$ cat src/dis_pkg.sv
`timescale 1ns / 1ps

package dis_pkg;

  // number of cells in the sorting row
  localparam int ENTRIES = 256;

  localparam int KEY_W    = 17;
  localparam int TAG_W    = 10;
  localparam int STATUS_W = 2;
  localparam int HELD_W   = 9;
  localparam int CNT_W    = $clog2(ENTRIES + 1);

  localparam logic MODE_LOAD = 1'b0;
  localparam logic MODE_POP  = 1'b1;

  typedef enum logic [STATUS_W-1:0] {
    STATUS_OK    = 2'd0,
    STATUS_FULL  = 2'd1,
    STATUS_EMPTY = 2'd2
  } status_t;

  typedef struct packed {
    logic [KEY_W-1:0] key;
    logic [TAG_W-1:0] tag;
  } record_t;

  // broadcast to every cell of the row
  typedef struct packed {
    logic    load;
    logic    pop;
    record_t ins;
  } cell_ctrl_t;

endpackage

$ cat src/dis_cell.sv
`timescale 1ns / 1ps

module dis_cell import dis_pkg::*; (
  input  logic       clk,
  input  cell_ctrl_t ctrl,
  input  record_t    prev_rec,
  input  logic       prev_keeps,
  input  record_t    next_rec,
  input  logic       occupied,
  output record_t    rec,
  output logic       keeps
);

  // held record stays put when it outranks the incoming key
  assign keeps = occupied && (rec.key > ctrl.ins.key);

  always_ff @(posedge clk) begin
    if (ctrl.pop) begin
      rec <= next_rec;
    end else if (ctrl.load && !keeps) begin
      rec <= prev_keeps ? ctrl.ins : prev_rec;
    end
  end

endmodule

$ cat config.mk
export PLATFORM = sky130hd
export DESIGN_NAME = dis_cell
export DESIGN_NICKNAME = d
export VERILOG_FILES = /design/src/dis_pkg.sv /design/src/dis_cell.sv
export SDC_FILE = /design/constraint.sdc
export NUM_CORES = 1
export LEC_CHECK = 0
export ABC_AREA = 1
export BUFFER_PORTS_ARGS = -buffer_cell sky130_fd_sc_hd__buf_4
export CORE_UTILIZATION = 40
export DETAILED_ROUTE_END_ITERATION = 16
export PLACE_DENSITY_LB_ADDON = 0.1
export SLEW_MARGIN = 10
export SYNTH_ARGS = -nofsm -noshare
export SYNTH_HDL_FRONTEND = slang
export SYNTH_SLANG_ARGS = --single-unit
$ cat constraint.sdc
create_clock -name clk -period 3.33 [get_ports clk]
set_input_delay 0 -clock clk [delete_from_list [all_inputs] [get_ports clk]]
set_output_delay 0 -clock clk [all_outputs]
set_load 0.03 [all_outputs]
# ---- After elaboration in Yosys (flattened, before gate mapping)
# Cells that the tools add are included.
dict set report totals {
  register_bits 27
  input_bits 86
  output_inout_bits 28
  word_cells 10
}
dict set report op_classes {
  magnitude_cmp 1
  muxes 3
  reduce_logical 4
}
# cell count
set ops {}
lappend ops {{$mux W27} 3}
lappend ops {{$gt A17 B17 Y1} 1}
lappend ops {{$logic_and A1 B1 Y1} 2}
lappend ops {{$reduce_bool A2 Y1} 1}
lappend ops {{$logic_not A1 Y1} 1}

# ---- Depth between registers and ports, before layout
dict set report logic_depth {
  word_depth 6
  ltp_mapped 13
  depth_no_buf 13
}

# ---- Least setup slack after synthesis
# No wires, ideal clock.
dict set report synth_timing {
  kind {register to register}
  start {reg rec[18] in the netlist's numbering}
  end {reg rec[0] in the netlist's numbering (enable)}
  setup_time_ns 0.384
  t_arrival_ns 2.005
  t_required_ns 2.946
  slack_ns 0.941
  path_stages_with_launch 9
  period_less_slack_ns 2.389
  path_cell_list {edfxtp_1 ha_1 nand2_2 nor2_4 nand3_2 o21a_1 nand2_1 nand2_1 nand2_1}
}
dict set report synth_via {
  elab_chain_cells 5
}
# item line_no
set synth_lines {}
lappend synth_lines {{start, declared} dis_cell.sv:10} ;# output record_t rec,
lappend synth_lines {{start signal, assigned} dis_cell.sv:19} ;# rec <= next_rec;
lappend synth_lines {{start signal, assigned} dis_cell.sv:21} ;# rec <= prev_keeps ? ctrl.ins : prev_rec;
lappend synth_lines {{$gt A17 B17 Y1} dis_cell.sv:15} ;# assign keeps = occupied && (rec.key > ctrl.ins.key);
lappend synth_lines {{$logic_and A1 B1 Y1} dis_cell.sv:15}
lappend synth_lines {{$logic_not A1 Y1} dis_cell.sv:20} ;# end else if (ctrl.load && !keeps) begin
lappend synth_lines {{$logic_and A1 B1 Y1} dis_cell.sv:20}
lappend synth_lines {{$reduce_bool A2 Y1 (no source line)} n/a}
# No other way between the ends.
# A chain may end at the register's enable or synchronous reset.

# ---- Worst setup path after layout
dict set report layout_timing {
  start {reg rec[14] in the netlist's numbering}
  end {reg rec[18] in the netlist's numbering (enable)}
}
# The elaborated chain is that of the path after synthesis.

==> flow_results.xml <==
<?xml version="1.0" encoding="UTF-8"?>
<metrics>
  <group name="run_status">
    <metric name="outcome" unit="">completed</metric>
  </group>
  <group name="cts">
    <metric name="cts_tree" unit="">yes</metric>
    <metric name="cts.sinks" unit="">27</metric>
    <metric name="bufs_on_longest_clock_path" unit="">2</metric>
    <metric name="cts_root_buffer" unit="">clkbuf_8</metric>
    <metric name="clk_transition_reported_paths" unit="ps">90</metric>
    <metric name="cts_buffers" unit="">3</metric>
    <metric name="clkLatencyLatePin" unit="ps">270</metric>
    <metric name="cts.htree.levels" unit="">1</metric>
  </group>
  <group name="logic_synthesis">
    <metric name="synth.yosys.seq_area_share" unit="%">43.4</metric>
    <metric name="synthCells" unit="">236</metric>
    <metric name="ys.warnings.count" unit="">0</metric>
    <metric name="synth_top_cell_area_share" unit="%">43.4</metric>
    <metric name="synth.distinct_cells" unit="">18</metric>
    <metric name="synth.avg_cell_area" unit="um2">7.92</metric>
    <metric name="yosysTopAreaCell" unit="">edfxtp_1</metric>
    <metric name="ranking_of_synthesized_cells_by_area" unit="">edfxtp_1, nand2_1, ha_1, a21oi_1, o21ai_0</metric>
    <metric name="syn-cell-area" unit="um2">1870</metric>
    <metric name="syn-num-nets" unit="">339</metric>
    <metric name="yosys_reg_bits" unit="">27</metric>
  </group>
  <group name="floorplan">
    <metric name="start_util" unit="%">42.3</metric>
    <metric name="dieArea" unit="um2">4950</metric>
    <metric name="floorplan.die.height" unit="um">70.4</metric>
    <metric name="fp.coreArea" unit="um2">4410</metric>
    <metric name="num_io_pins" unit="">114</metric>
    <metric name="std_cell_rows" unit="">24</metric>
    <metric name="die_width" unit="um">70.4</metric>
  </group>
  <group name="grt">
    <metric name="gr-usage-all-layers" unit="%">19.3</metric>
    <metric name="first_pass_grt_wire_length" unit="um">7800</metric>
    <metric name="grt_antenna_before_repair" unit="">0</metric>
    <metric name="first_global_vias" unit="">1742</metric>
    <metric name="overflow" unit="">0</metric>
    <metric name="maximum_number_of_pins_on_one_net_before_global_route_repair" unit="">43</metric>
  </group>
  <group name="sta">
    <metric name="setup-tns-final" unit="ps">0</metric>
    <metric name="pins_over_their_slew_limit" unit="">0</metric>
    <metric name="max_slew.worst_pin.slew" unit="ps">478</metric>
    <metric name="layout_setup_ws" unit="ps">1010</metric>
    <metric name="worst_slew_margin_rel" unit="%">68.1</metric>
    <metric name="skew" unit="ps">3.25</metric>
    <metric name="grt_setup_unrepaired" unit="">false</metric>
    <metric name="setup_viol" unit="">0</metric>
    <metric name="max_clock_freq" unit="MHz">432</metric>
    <metric name="final_layout_worst_hold_slack" unit="ps">3.08</metric>
    <metric name="final_min_period_over_clock_period" unit="%">69.5</metric>
    <metric name="period_minus_slack" unit="ps">2320</metric>
    <metric name="hold_viol_final" unit="">0</metric>
  </group>
  <group name="pwr">
    <metric name="clock_power_share" unit="%">18.9</metric>
    <metric name="power.leakage" unit="nW">1.43</metric>
    <metric name="power.switching" unit="mW">0.317</metric>
    <metric name="power.sequential.fraction" unit="%">44.2</metric>
    <metric name="power_report.internal_total" unit="mW">0.664</metric>
    <metric name="vdd.ir_drop.worst" unit="uV">179</metric>
    <metric name="switching_share" unit="%">32.3</metric>
    <metric name="comb_power_share" unit="%">36.9</metric>
    <metric name="powerDensity" unit="nW/um2">350</metric>
  </group>
  <group name="cells_and_area">
    <metric name="nNetsFinal" unit="">449</metric>
    <metric name="layout_commonest_cell" unit="">buf_4</metric>
    <metric name="fillerInstances" unit="">385</metric>
    <metric name="max_flop_register" unit="">rec</metric>
    <metric name="layout.core_utilization" unit="%">63.4</metric>
    <metric name="final_cell_mix" unit="">buf_4, nand2_1, a21oi_1, inv_1</metric>
    <metric name="fraction_of_layout_instances_using_a_drive_strength_above_1" unit="%">36.2</metric>
    <metric name="reg_top3" unit="">rec: 27 flops</metric>
    <metric name="largest_register_ffs" unit="">27</metric>
    <metric name="antenna-diode-count" unit="">0</metric>
    <metric name="syn2layout_area_growth" unit="%">49.8</metric>
  </group>
  <group name="place">
    <metric name="place.port_buffers" unit="">113</metric>
    <metric name="place.gp.congestion" unit="">0.791</metric>
    <metric name="preCtsSetupSlack" unit="ps">996</metric>
    <metric name="dp_hpwl" unit="um">3710</metric>
  </group>
  <group name="worst_setup_path">
    <metric name="worst_path_fanout_max" unit="">17</metric>
    <metric name="setup.worst_path.end_class" unit="">register</metric>
    <metric name="timing.critical_path.arrival" unit="ps">2280</metric>
    <metric name="timing_worst_setup_path_type" unit="">reg2reg</metric>
    <metric name="critical_path_required" unit="ps">3300</metric>
    <metric name="cp-start-kind" unit="">register</metric>
  </group>
  <group name="detailed_routing">
    <metric name="wl_per_cell" unit="um">12.0</metric>
    <metric name="final_antenna_net_count" unit="">0</metric>
    <metric name="routed_via_density" unit="">4.78</metric>
    <metric name="route.final.wire_length" unit="um">4760</metric>
    <metric name="dr.first_iter.drc_count" unit="">83</metric>
    <metric name="post-route-drc-count" unit="">0</metric>
    <metric name="drt_first_pass_iters" unit="">4</metric>
    <metric name="route.vias.total" unit="">1898</metric>
  </group>
  <group name="run">
    <metric name="maxCapViolCount" unit="">0</metric>
  </group>
  <group name="hold_path">
    <metric name="type_of_the_tightest_min_delay_check" unit="">in2reg</metric>
  </group>
</metrics>
[cells in the mapped netlist]
master	number
o21ai_0	27
edfxtp_1	27
nor2_1	18
inv_1	28
o21a_1	1
a21o_1	1
ha_1	17
nor2_4	2
nand2_2	2
buf_2	7
nand3_1	2
a21o_2	1
a21oi_1	30
o21ai_1	1
nor2_2	1
nand2_1	67
nand3_2	1
clkbuf_1	3
[power by group through the flow]
stage | clock (mW) | combinational, mW | sequential [mW]
after floorplan | 0 | 0.130 | 0.512
after global placement | 0 | 0.359 | 0.440
after detailed placement | 0 | 0.364 | 0.442
after CTS | 0.191 | 0.366 | 0.434
after global routing | 0.207 | 0.399 | 0.438
final | 0.186 | 0.362 | 0.434
[area by class of cell]
type                    instances  area [um2]  area share, %
repair buffers                115         866           30.9
flip-flops and latches         27         811           29.0
clock buffers                   3        41.3           1.47
well taps                      52        65.1           2.32
multi-input cells             171         907           32.4
clock inverters                 1        5.00          0.179
inverters                      28         105           3.75
[stage by stage]
stage	total power [mW]	cell area, um2	std cells
global placement	0.799	2740	392
CTS	0.991	2800	397
detailed placement	0.806	2740	392
global route	1.04	2800	397
finish	0.981	2800	397
floorplan	0.643	1870	236
[path summary, 6_finish.rpt]
kind / from / to / slack [ps] / depth (start not counted)
max reg2reg: rec[14] / rec[18] / 1010 / 13
min reg2reg: rec[26] / rec[11] / 1390 / 9
max: rec[14] / rec[18] / 1010 / 13
min: next_rec[24] / rec[24] / 3 / 3
[worst max-delay path: stages (launching register included)]
cell and delay, ps:
edfxtp_1 420, ha_1 320, nand2_1 110, inv_1 70
nand2_1 60, nand2_1 40, nand2_1 50, nand2_1 40
nand2_1 50, nand2_1 50, nand2_1 80, nand2_1 60
nand2_1 320, buf_4 340
[metal layers]
metal | routed length, um | track usage [%] | share of wire [%] | up-vias
li1 | - | - | - | 998
met1 | 2060 | 24.9 | 43 | 839
met2 | 2370 | 33.2 | 50 | 57
met3 | 296 | 3.90 | 6.2 | 4
met4 | 36 | 4.00 | 0.76 | 0
met5 | 0 | 0 | 0 | -
[logic make-up (layout without fill, tap and decap cells)]
| kind of cell | after synthesis | in the layout | share of synthesized area (%) |
|---|---|---|---|
| buffers and inverters | 38 | 147 | 8.10 |
| AO/OA/AOI/OAI | 61 | 61 | 16.8 |
| adder cells (fa/ha/maj) | 17 | 17 | 11.4 |
| flip-flops | 27 | 27 | 43.4 |
| AND/OR/NAND/NOR | 93 | 93 | 20.3 |
[repair_timing]
action / in CTS / in global routing
endpoints found under the hold margin: 1 / 0
buffers inserted: 0 / 0
hold buffers: 1 / 0
resized for setup: 0 / 0
No activity file was read; power rests on OpenSTA's default activity.
